<file path="src/design/oidber_pkg.sv">
// Shared types and constants for the OID BER subidentifier decoder.
// No dependencies; every other design file refers to this package by scope.
`timescale 1ns / 1ps

package oidber_pkg;

  localparam int unsigned ARC_OUT_W    = 32;
  localparam int unsigned GROUP_W      = 7;
  localparam int unsigned CONT_BIT     = 7;
  localparam int unsigned FIRST_DIVISOR = 40;
  // byte / 40 == (byte * 205) >> 13 for every 8-bit byte
  localparam int unsigned DIV40_MUL    = 205;
  localparam int unsigned DIV40_SHIFT  = 13;

  typedef enum logic [1:0] {
    ERR_OK        = 2'd0,
    ERR_OVERFLOW  = 2'd1,
    ERR_TRUNCATED = 2'd2
  } err_t;

  typedef struct packed {
    logic [ARC_OUT_W-1:0] arc_value;
    logic                 run_last;
    logic                 oid_done;
    err_t                 error_code;
  } result_t;

endpackage

</file>
<file path="src/design/oidber_if.sv">
// Valid/ready channel interfaces for the OID BER decoder: input bytes and result arcs.
// Depends on oidber_pkg for the arc_value width.
`timescale 1ns / 1ps

interface oidber_in_if;
  logic       valid;
  logic       ready;
  logic [7:0] data_byte;
  logic       first_byte;
  logic       final_byte;

  modport source (output valid, data_byte, first_byte, final_byte, input ready);
  modport sink   (input valid, data_byte, first_byte, final_byte, output ready);
endinterface

interface oidber_out_if;
  logic                            valid;
  logic                            ready;
  logic [oidber_pkg::ARC_OUT_W-1:0] arc_value;
  logic                            run_last;
  logic                            oid_done;
  logic [1:0]                      error_code;

  modport source (output valid, arc_value, run_last, oid_done, error_code, input ready);
  modport sink   (input valid, arc_value, run_last, oid_done, error_code, output ready);
endinterface

</file>
<file path="src/design/oidber_first_split.sv">
// Splits the first content byte into byte / 40 and byte % 40.
// Reciprocal multiply, no divider; constants from oidber_pkg.
`timescale 1ns / 1ps

module oidber_first_split (
  input  logic [7:0] data_byte,
  output logic [2:0] quo,
  output logic [5:0] rem
);

  logic [15:0] prod;
  logic [7:0]  quo_times_div;
  logic [7:0]  diff;

  assign prod          = 16'(data_byte) * 16'(oidber_pkg::DIV40_MUL);
  assign quo           = prod[15:oidber_pkg::DIV40_SHIFT];
  assign quo_times_div = 8'(quo) * 8'(oidber_pkg::FIRST_DIVISOR);
  assign diff          = data_byte - quo_times_div;
  assign rem           = diff[5:0];

endmodule

</file>
<file path="src/design/oid_ber_subidentifier_decoder.sv">
// OID BER subidentifier decoder: one content byte per beat in, arcs out.
// A result is offered in the cycle after its byte is accepted.
// Throughput: one byte per cycle while the output accepts results; a first byte yields two beats and
// holds the input off while the first of them drains from the result buffer.
// Reset (rst, synchronous): accumulator and flags cleared, result buffer emptied.
// Depends on oidber_pkg, oidber_if and oidber_first_split.
`timescale 1ns / 1ps

module oid_ber_subidentifier_decoder #(
  parameter int unsigned ARC_WIDTH = 32
) (
  input  logic                clk,
  input  logic                rst,
  oidber_in_if.sink           in_ch,
  oidber_out_if.source        out_ch
);

  localparam int unsigned GW = oidber_pkg::GROUP_W;

  // arc state
  logic [ARC_WIDTH-1:0] arc_accumulator, arc_accumulator_next;
  logic                 arc_in_progress, arc_in_progress_next;
  logic                 overflow_seen, overflow_seen_next;

  // two-entry result buffer, slot0 is the head
  oidber_pkg::result_t slot0, slot0_next;
  oidber_pkg::result_t slot1, slot1_next;
  logic [1:0]          count, count_next;

  logic                in_fire, out_fire;
  logic [2:0]          first_quo;
  logic [5:0]          first_rem;
  logic [ARC_WIDTH-1:0] shifted;
  logic                 ovf_now;
  logic [ARC_WIDTH+oidber_pkg::ARC_OUT_W-1:0] arc_wide;
  oidber_pkg::result_t res0, res1;
  logic [1:0]          res_count;

  oidber_first_split u_split (
    .data_byte (in_ch.data_byte),
    .quo       (first_quo),
    .rem       (first_rem)
  );

  assign out_fire    = out_ch.valid && out_ch.ready;
  assign in_ch.ready = (count == 2'd0) || ((count == 2'd1) && out_ch.ready);
  assign in_fire     = in_ch.valid && in_ch.ready;

  assign ovf_now  = |arc_accumulator[ARC_WIDTH-1 -: GW];
  assign shifted  = {arc_accumulator[ARC_WIDTH-GW-1:0], in_ch.data_byte[GW-1:0]};
  assign arc_wide = {{oidber_pkg::ARC_OUT_W{1'b0}}, shifted};

  // per-byte decode and state update
  always_comb begin
    arc_accumulator_next = arc_accumulator;
    arc_in_progress_next = arc_in_progress;
    overflow_seen_next   = overflow_seen;
    res0                 = '0;
    res1                 = '0;
    res_count            = 2'd0;
    if (in_fire) begin
      if (in_ch.first_byte) begin
        arc_accumulator_next = '0;
        arc_in_progress_next = 1'b0;
        overflow_seen_next   = 1'b0;
        res0.arc_value       = oidber_pkg::ARC_OUT_W'(first_quo);
        res0.error_code      = oidber_pkg::ERR_OK;
        res1.arc_value       = oidber_pkg::ARC_OUT_W'(first_rem);
        res1.run_last        = 1'b1;
        res1.oid_done        = in_ch.final_byte;
        res1.error_code      = oidber_pkg::ERR_OK;
        res_count            = 2'd2;
      end else if (!in_ch.data_byte[oidber_pkg::CONT_BIT]) begin
        res0.arc_value       = arc_wide[oidber_pkg::ARC_OUT_W-1:0];
        res0.run_last        = 1'b1;
        res0.oid_done        = in_ch.final_byte;
        res0.error_code      = (overflow_seen || ovf_now) ? oidber_pkg::ERR_OVERFLOW
                                                          : oidber_pkg::ERR_OK;
        res_count            = 2'd1;
        arc_accumulator_next = '0;
        arc_in_progress_next = 1'b0;
        overflow_seen_next   = 1'b0;
      end else if (in_ch.final_byte) begin
        // truncated: wins over overflow
        res0.arc_value       = arc_wide[oidber_pkg::ARC_OUT_W-1:0];
        res0.run_last        = 1'b1;
        res0.oid_done        = 1'b1;
        res0.error_code      = oidber_pkg::ERR_TRUNCATED;
        res_count            = 2'd1;
        arc_accumulator_next = '0;
        arc_in_progress_next = 1'b0;
        overflow_seen_next   = 1'b0;
      end else begin
        arc_accumulator_next = shifted;
        arc_in_progress_next = 1'b1;
        overflow_seen_next   = overflow_seen || ovf_now;
      end
    end
  end

  // buffer: a push only happens when the buffer is empty after this cycle's pop
  always_comb begin
    slot0_next = slot0;
    slot1_next = slot1;
    count_next = count;
    if (in_fire) begin
      slot0_next = res0;
      slot1_next = res1;
      count_next = res_count;
    end else if (out_fire) begin
      slot0_next = slot1;
      count_next = count - 2'd1;
    end
  end

  always_ff @(posedge clk) begin
    if (rst) begin
      arc_accumulator <= '0;
      arc_in_progress <= 1'b0;
      overflow_seen   <= 1'b0;
      count           <= 2'd0;
    end else begin
      arc_accumulator <= arc_accumulator_next;
      arc_in_progress <= arc_in_progress_next;
      overflow_seen   <= overflow_seen_next;
      count           <= count_next;
    end
  end

  always_ff @(posedge clk) begin
    slot0 <= slot0_next;
    slot1 <= slot1_next;
  end

  assign out_ch.valid      = (count != 2'd0);
  assign out_ch.arc_value  = slot0.arc_value;
  assign out_ch.run_last   = slot0.run_last;
  assign out_ch.oid_done   = slot0.oid_done;
  assign out_ch.error_code = slot0.error_code;

  a_count_range: assert property (@(posedge clk) disable iff (rst)
    count != 2'd3)
    else $error("result buffer count out of range");

  a_idle_arc_clear: assert property (@(posedge clk) disable iff (rst)
    !arc_in_progress |-> (arc_accumulator == '0) && !overflow_seen)
    else $error("accumulator not clear between arcs");

  a_first_two_beats: assert property (@(posedge clk) disable iff (rst)
    (in_fire && in_ch.first_byte) |=> out_ch.valid && !out_ch.run_last && (count == 2'd2))
    else $error("first byte did not queue two beats");

  a_trunc_done: assert property (@(posedge clk) disable iff (rst)
    (out_ch.valid && (out_ch.error_code == oidber_pkg::ERR_TRUNCATED))
      |-> out_ch.oid_done && out_ch.run_last)
    else $error("truncated arc without done");

endmodule
</file>
<file path="src/flat_wrapper.sv">
// flat-port wrapper written by rule: the top's interface ports become plain ports
module oid_ber_subidentifier_decoder_flat 
#(
  parameter int unsigned ARC_WIDTH = 32
)
  (clk, rst, in_ch_valid, in_ch_data_byte, in_ch_first_byte, in_ch_final_byte, in_ch_ready, out_ch_valid, out_ch_arc_value, out_ch_run_last, out_ch_oid_done, out_ch_error_code, out_ch_ready);
  oidber_in_if in_ch_i ();
  oidber_out_if out_ch_i ();
  input  logic clk;
  input  logic rst;
  input wire logic [$bits(in_ch_i.valid)-1:0] in_ch_valid;
  input wire logic [$bits(in_ch_i.data_byte)-1:0] in_ch_data_byte;
  input wire logic [$bits(in_ch_i.first_byte)-1:0] in_ch_first_byte;
  input wire logic [$bits(in_ch_i.final_byte)-1:0] in_ch_final_byte;
  output wire logic [$bits(in_ch_i.ready)-1:0] in_ch_ready;
  output wire logic [$bits(out_ch_i.valid)-1:0] out_ch_valid;
  output wire logic [$bits(out_ch_i.arc_value)-1:0] out_ch_arc_value;
  output wire logic [$bits(out_ch_i.run_last)-1:0] out_ch_run_last;
  output wire logic [$bits(out_ch_i.oid_done)-1:0] out_ch_oid_done;
  output wire logic [$bits(out_ch_i.error_code)-1:0] out_ch_error_code;
  input wire logic [$bits(out_ch_i.ready)-1:0] out_ch_ready;
  assign in_ch_i.valid = in_ch_valid;
  assign in_ch_i.data_byte = in_ch_data_byte;
  assign in_ch_i.first_byte = in_ch_first_byte;
  assign in_ch_i.final_byte = in_ch_final_byte;
  assign in_ch_ready = in_ch_i.ready;
  assign out_ch_valid = out_ch_i.valid;
  assign out_ch_arc_value = out_ch_i.arc_value;
  assign out_ch_run_last = out_ch_i.run_last;
  assign out_ch_oid_done = out_ch_i.oid_done;
  assign out_ch_error_code = out_ch_i.error_code;
  assign out_ch_i.ready = out_ch_ready;
  oid_ber_subidentifier_decoder #(.ARC_WIDTH(ARC_WIDTH)) u_core (.clk(clk), .rst(rst), .in_ch(in_ch_i), .out_ch(out_ch_i));
endmodule
</file>
<file path="config.mk">
export PLATFORM = sky130hd
export DESIGN_NAME = oid_ber_subidentifier_decoder_flat
export DESIGN_NICKNAME = d
export VERILOG_FILES = /design/src/design/oidber_pkg.sv /design/src/design/oidber_if.sv /design/src/design/oidber_first_split.sv /design/src/design/oid_ber_subidentifier_decoder.sv /design/src/flat_wrapper.sv
export SDC_FILE = /design/constraint.sdc
export NUM_CORES = 1
export LEC_CHECK = 0
export BUFFER_PORTS_ARGS = -buffer_cell sky130_fd_sc_hd__buf_4
export CAP_MARGIN = 5
export CORE_MARGIN = 2
export CORE_UTILIZATION = 40
export CTS_CLUSTER_SIZE = 40
export DETAILED_ROUTE_END_ITERATION = 8
export GPL_ROUTABILITY_DRIVEN = 0
export PLACE_DENSITY = 0.62
export SLEW_MARGIN = 40
export SYNTH_ARGS = -nofsm -noshare
export SYNTH_HDL_FRONTEND = slang
export SYNTH_SLANG_ARGS = --single-unit
export TNS_END_PERCENT = 100
</file>
<file path="constraint.sdc">
create_clock -name clk -period 13 [get_ports clk]
set_input_delay 1.3 -clock clk [delete_from_list [all_inputs] [get_ports clk]]
set_output_delay 1.3 -clock clk [all_outputs]
set_load 0.05 [all_outputs]
</file>
==> results of run 1 <==
## final timing paths
path | start | endpoint | slack (ns) | cells after the start
min reg2reg | u_core.overflow_seen | u_core.overflow_seen | 0.51 | 2
min | u_core.overflow_seen | u_core.overflow_seen | 0.51 | 2
max | in_ch_data_byte[1] | u_core.slot1[9] | 7.41 | 19
max reg2reg | u_core.count[0] | u_core.out_ch.arc_value[4] | 10.67 | 9
## cell usage after synthesis
cell / count
nor2_1: 41
edfxtp_1: 44
a2111oi_0: 2
xnor2_1: 4
nand2_1: 12
nand3_1: 1
o22ai_1: 2
nand4_1: 1
nor2b_1: 3
a21bo_2: 1
o211a_1: 1
a311oi_2: 1
clkbuf_1: 19
fa_1: 10
ha_1: 47
xnor3_1: 1
a211oi_1: 1
and2_1: 6
nand3b_1: 1
a22o_1: 3
dfxtp_1: 35
nor4_1: 2
mux2_2: 1
nor3_1: 1
and2_2: 1
a41oi_2: 1
xor2_1: 6
buf_1: 1
mux2i_1: 1
nand2b_1: 2
a21oi_1: 6
a31oi_1: 1
o31ai_1: 1
a41oi_1: 1
inv_1: 27
or2_2: 1
o21ai_0: 7
a21o_1: 3
or3_1: 2
a22oi_1: 32
and3_1: 28
## cells by family (layout without fill, tap and decap cells)
group | Yosys count | after routing | synth area share, %
flops | 79 | 79 | 49.4
compound gates | 63 | 63 | 11.4
xor+xnor | 11 | 11 | 2.69
simple gates | 102 | 102 | 12.4
fa+ha+maj | 57 | 57 | 19.3
buf+inv | 47 | 96 | 4.31
mux | 2 | 2 | 0.520
## through the flow
| step | area [µm²] | hold slack, ns | util [%] |
|---|---|---|---|
| 5_1_grt | 4840 | 0.546 | 49.1 |
| 3_3_place_gp | 4590 | 0.476 | 46.5 |
| 3_5_place_dp | 4590 | 0.501 | 46.6 |
| 6_report | 4840 | 0.511 | 49.1 |
| 2_1_floorplan | 4090 | 0.458 | - |
| 4_1_cts | 4840 | 0.518 | 49.0 |
## sequential cells by signal (all words and copies together) (netlist names)
name / count
u_core.slot1: 8
u_core.arc_accumulator: 32
u_core.out_ch.error_code: 2
u_core.out_ch.arc_value: 32
u_core.overflow_seen: 1
u_core.out_ch.run_last: 1
u_core.count: 2
u_core.out_ch.oid_done: 1
## metal layers
metal	track usage, %	up-vias	part of all wire, %
met1	21.3	1372	48
met2	24.0	57	46
met5	0	-	0
met3	2.93	9	4.5
met4	6.48	0	1.4
li1	-	1377	-
## worst max-delay path, delay by kind of cell
kind / cells / cell delay, ns
buf+inv: 3 / 0.23
fa+ha+maj: 6 / 2.37
simple gates: 3 / 0.60
compound gates: 2 / 0.35
xor+xnor: 5 / 0.85
## area by class of cell
cell class	count	area [µm²]	share of cell area [%]
inverters	27	101	2.09
repair buffers	53	398	8.22
well taps	133	166	3.44
clock buffers	10	128	2.64
flip-flops and latches	79	2020	41.8
clock inverters	6	116	2.40
multi-input cells	235	1910	39.4
## power breakdown
part	switching (W)	leakage (nW)	internal, W
clock	0.0000894	0.121	0.000129
sequential	0.00000839	0.729	0.000299
combinational	0.000186	1.34	0.0000965
total	0.000284	2.19	0.000525
==> impl_metrics.yaml, run 1 <==
sta:
  fin_skew_ns: 0.0102
  finalCritPeriodShare_pct: 43.0
  fin_crit_ns: 5.59
  hold_viol_final: 0
  rsz0062_at_grt: "false"
  setup_tns_ns: 0
  fin_ws_ns: 7.41
  maxSlewViolCount: 0
  setup_violations: 0
  slew_headroom_pct: 59.4
  max_freq_mhz: 179
  worst_pin_slew_ns: 0.608
setup_path:
  crit_arrival_ns: 5.70
  worstPathCellList: "buf_4, ha_1, xor2_1, ha_1, fa_1, inv_1, fa_1, inv_1, ha_1, a41oi_1, or2_2, o211a_1, nor2b_1, xnor2_1, fa_1, xnor2_1, xnor3_1, xor2_1, and2_1"
  cp-end-kind: "flip-flop"
  critical_path.slowest_cell: "fa_1"
  startpoint_type: "input port"
  cp_max_fo: 7
  path_class: "input port to flip-flop"
  worstPathRequired_ns: 13.11
  slowest_delay_ns: 0.53
cells_and_area:
  instances_no_fill: 543
  most-common-layout-cells: "53 x buf_4, 47 x ha_1, 44 x edfxtp_1"
  final.fill_count: 931
  drive_gt1_share_pct: 18.8
  n_antenna_cell: 0
  syn2layout_area_growth_pct: 18.4
  final_common_cell: "buf_4"
  nNetsFinal: 476
logic_synthesis:
  ys_seq_elements: 79
  synth_area_mm2: 0.00409
  synth-seq-area-share_pct: 49.4
  synth_top_cells_by_area: "edfxtp_1 32%, dfxtp_1 17%, ha_1 14%"
  synth_top_area_share_pct: 32.3
  synth_top_cell_by_area: "edfxtp_1"
  synth_nets: 432
  syn_inst: 361
  synth.distinct_cells: 41
  yosysWarnings: 0
  syn_area_per_cell_um2: 11.3
route:
  post_drt_via_cell_ratio: 5.18
  ant_nets: 0
  drt_iter0_markers: 176
  vias: 2815
  drc: 0
  wl_per_cell_um: 15.1
  routed_wl_um: 8230
  first_pass_iters: 4
clocking:
  tritoncts: "done"
  cts-buffers-inserted: 9
  hold_buffers: 0
  clk_pin_slew_worst_paths_ns: 0.08
  clock_latency_ns: 0.35
  ctsResizeCount: 0
  clockBufferDepth: 2
  cts_setup_buffers: 0
  cts_sinks: 79
  clockRootBuffer: "clkbuf_8"
  htreeDepth: 3
die:
  num_rows: 36
  core_area_mm2: 0.00986
  die_h_um: 105
  initial_core_util_pct: 41.5
  pin_count: 52
  die_area_mm2: 0.0110
  die_w_um: 105
global_routing:
  grtUsageTotal_pct: 15.5
  grt_pass1_vias: 2691
  grt_max_degree: 50
  grt_overflow_total: 0
  grt_pass1_wl_um: 13500
  antenna_found_initial: 0
placed_design:
  hpwl_um: 5800
  place.port_buffers: 51
  place_ws_ns: 7.03
  dp_cells: 527
power:
  ir_worst_vdd_mv: 0.0892
  p_per_area_mw_per_mm2: 167
  p_leak_nw: 2.19
  p_total_w: 0.000809
flow_run:
  max-cap-violations: 0
min_path:
  hold_path_class: "flip-flop to flip-flop"
outcome:
  outcome: "completed"
Power figures use the tool's default switching activity.
==> inputs of run 2 (changes only) <==
ABC_AREA = 1   (was default)
PLACE_DENSITY = 0.61   (was 0.62)
clock period = 5.17 ns   (was 13 ns; I/O delays follow)
==> impl_metrics.yaml, run 2 <==
outcome:
  outcome: "completed"
sta:
  max_freq_mhz: 220
  slew_headroom_pct: 45.5
  finalCritPeriodShare_pct: 88.0
  fin_skew_ns: 0.00610
  fin_ws_ns: 0.620
  maxSlewViolCount: 0
  hold_viol_final: 0
  worst_pin_slew_ns: 0.815
  fin_crit_ns: 4.55
  rsz0062_at_grt: "false"
  setup_violations: 0
  setup_tns_ns: 0
die:
  pin_count: 52
  die_h_um: 110
  num_rows: 38
  core_area_mm2: 0.0109
  initial_core_util_pct: 41.3
  die_area_mm2: 0.0122
  die_w_um: 110
power:
  power.share.switching_pct: 43.6
  clkPwrFrac_pct: 21.6
  p_switching_w: 0.00123
  power.internal_w: 0.00160
  pwr-share-comb_pct: 46.2
  ir_worst_vdd_mv: 0.318
  p_leak_nw: 2.33
  power_frac_seq_pct: 32.3
  p_per_area_mw_per_mm2: 535
cells_and_area:
  drive_gt1_share_pct: 16.9
  instances_no_fill: 701
  final.fill_count: 1050
  n_antenna_cell: 0
  nNetsFinal: 627
  syn2layout_area_growth_pct: 17.0
  most-common-layout-cells: "109 x nand2_1, 82 x inv_1, 52 x buf_4"
  final_core_util_pct: 48.4
  design_area_mm2: 0.00529
  final_common_cell: "nand2_1"
placed_design:
  placed_area_mm2: 0.00500
  place_ws_ns: 0.255
  hpwl_um: 7190
  dp_cells: 685
  place.port_buffers: 51
logic_synthesis:
  synthArstFlopShare_pct: 0
  yosysWarnings: 0
  ys_seq_elements: 79
  synth_top_area_share_pct: 29.2
  synth_edf_count: 44
  synth_most_common_cell: "nand2_1"
  synth-seq-area-share_pct: 44.7
  ys_top_cells_by_count: "110 x nand2_1, 82 x inv_1, 47 x ha_1, 44 x edfxtp_1, 43 x nor2_1"
  synth_top_cell_by_area: "edfxtp_1"
  syn_inst: 510
  dominantRegCellSynth: "edfxtp_1"
  synth_area_mm2: 0.00452
  synth_nets: 581
  synth_top_cells_by_area: "edfxtp_1 29%, dfxtp_1 15%, ha_1 13%"
  syn_area_per_cell_um2: 8.86
  synth.distinct_cells: 33
setup_path:
  path_class: "input port to flip-flop"
  startpoint_type: "input port"
  critical_path.slowest_cell: "fa_1"
  rrSetupSlack_ns: 2.56
  worstPathRequired_ns: 5.25
  worst_path_most_repeated_cell: "nand2_1"
  critPathCapture: "u_core.slot1[9]"
  worst_r2r_path_depth: 8
  cp-end-kind: "flip-flop"
  cp-startpoint: "in_ch_data_byte[1]"
  cp_max_fo: 7
  slowest_delay_ns: 0.53
  crit_arrival_ns: 4.64
  reg2reg_to: "u_core.out_ch.arc_value[3]"
  rr_startpoint: "u_core.count[0]"
route:
  wl_per_cell_um: 13.7
  vias: 3376
  post_drt_via_cell_ratio: 4.82
  ant_nets: 0
  drt_iter0_markers: 147
  drc: 0
  routed_wl_um: 9570
  first_pass_iters: 4
clocking:
  ctsResizeCount: 0
  clock_latency_ns: 0.34
  cts_setup_buffers: 0
  clk_pin_slew_worst_paths_ns: 0.06
  tritoncts: "done"
  cts-buffers-inserted: 9
  cts_sinks: 79
  clockRootBuffer: "clkbuf_16"
  clockBufferDepth: 2
  hold_buffers: 0
  htreeDepth: 3
min_path:
  hold_path_class: "flip-flop to flip-flop"
global_routing:
  grt_pass1_vias: 3349
  grtUsageTotal_pct: 17.3
  grt_pass1_wl_um: 15900
  antenna_found_initial: 0
  grt_overflow_total: 0
  grt_max_degree: 44
flow_run:
  max-cap-violations: 0
[run 2: changes by cell type in the layout (fill, tap and decap cells not counted), sizes merged, moves of 6 or more]
cell	change
a22oi	-32
and2	-6
and3	-28
nor2	+6
a21oi	+33
nand2	+105
inv	+59
nand3	+42
[run 2: power by group through the flow]
stage                     Combinational [W]  Sequential, W  Clock [W]
after CTS                           0.00132       0.000917   0.000620
final                               0.00131       0.000913   0.000611
after global routing                0.00142       0.000927   0.000653
after global placement              0.00130       0.000923          0
after detailed placement            0.00132       0.000927          0
after floorplan                    0.000549        0.00134          0
[run 2: cell families (layout without fill, tap and decap cells)]
logic type | count (synthesis) | in the layout | synth area share, %
flops | 79 | 79 | 44.7
fa+ha+maj | 57 | 57 | 17.4
buf+inv | 104 | 155 | 9.19
xor+xnor | 5 | 5 | 0.969
compound gates | 51 | 51 | 6.01
simple gates | 214 | 214 | 21.7
[run 2: worst min path at each step]
stage                     depth (start not counted)                  startpoint  slack (ns)                          to
after floorplan                                   2  u_core.arc_accumulator[26]        0.45  u_core.arc_accumulator[26]
after global placement                            2        u_core.overflow_seen        0.45        u_core.overflow_seen
after detailed placement                          2  u_core.arc_accumulator[31]        0.46  u_core.arc_accumulator[31]
after CTS                                         2  u_core.arc_accumulator[31]        0.47  u_core.arc_accumulator[31]
after global routing                              2  u_core.arc_accumulator[30]        0.48  u_core.arc_accumulator[30]
final                                             2  u_core.arc_accumulator[28]        0.47  u_core.arc_accumulator[28]
[run 2: critical path, delay by kind of cell]
kind | cells | cell delay [ns]
adders and majority gates | 7 | 2.55
buffers and inverters | 5 | 0.38
xor gates and xnor gates | 2 | 0.35
AOI/OAI and AO/OA | 1 | 0.05
and+or+nand+nor | 10 | 0.79
[run 2: area by class of cell]
cell class / count / area (µm²) / area share [%]
multi-input cells: 327 / 2090 / 39.4
flip-flops and latches: 79 / 2020 / 38.2
repair buffers: 52 / 390 / 7.38
inverters: 87 / 327 / 6.17
clock buffers: 11 / 233 / 4.40
well taps: 140 / 175 / 3.31
clock inverters: 5 / 58.8 / 1.11
[run 2: metrics by stage]
stage / hold WS, ns / total power [W]
floorplan: 0.445 / 0.00189
global placement: 0.452 / 0.00223
detailed placement: 0.459 / 0.00225
CTS: 0.468 / 0.00286
global route: 0.481 / 0.00301
finish: 0.470 / 0.00283
[run 2: per-layer routing]
layer / global-route usage, % / up-vias / wire length (µm)
met2: 29.3 / 68 / 4680
met1: 21.8 / 1562 / 4280
met5: 0 / - / 0
met3: 3.64 / 18 / 385
li1: - / 1728 / -
met4: 6.52 / 0 / 223
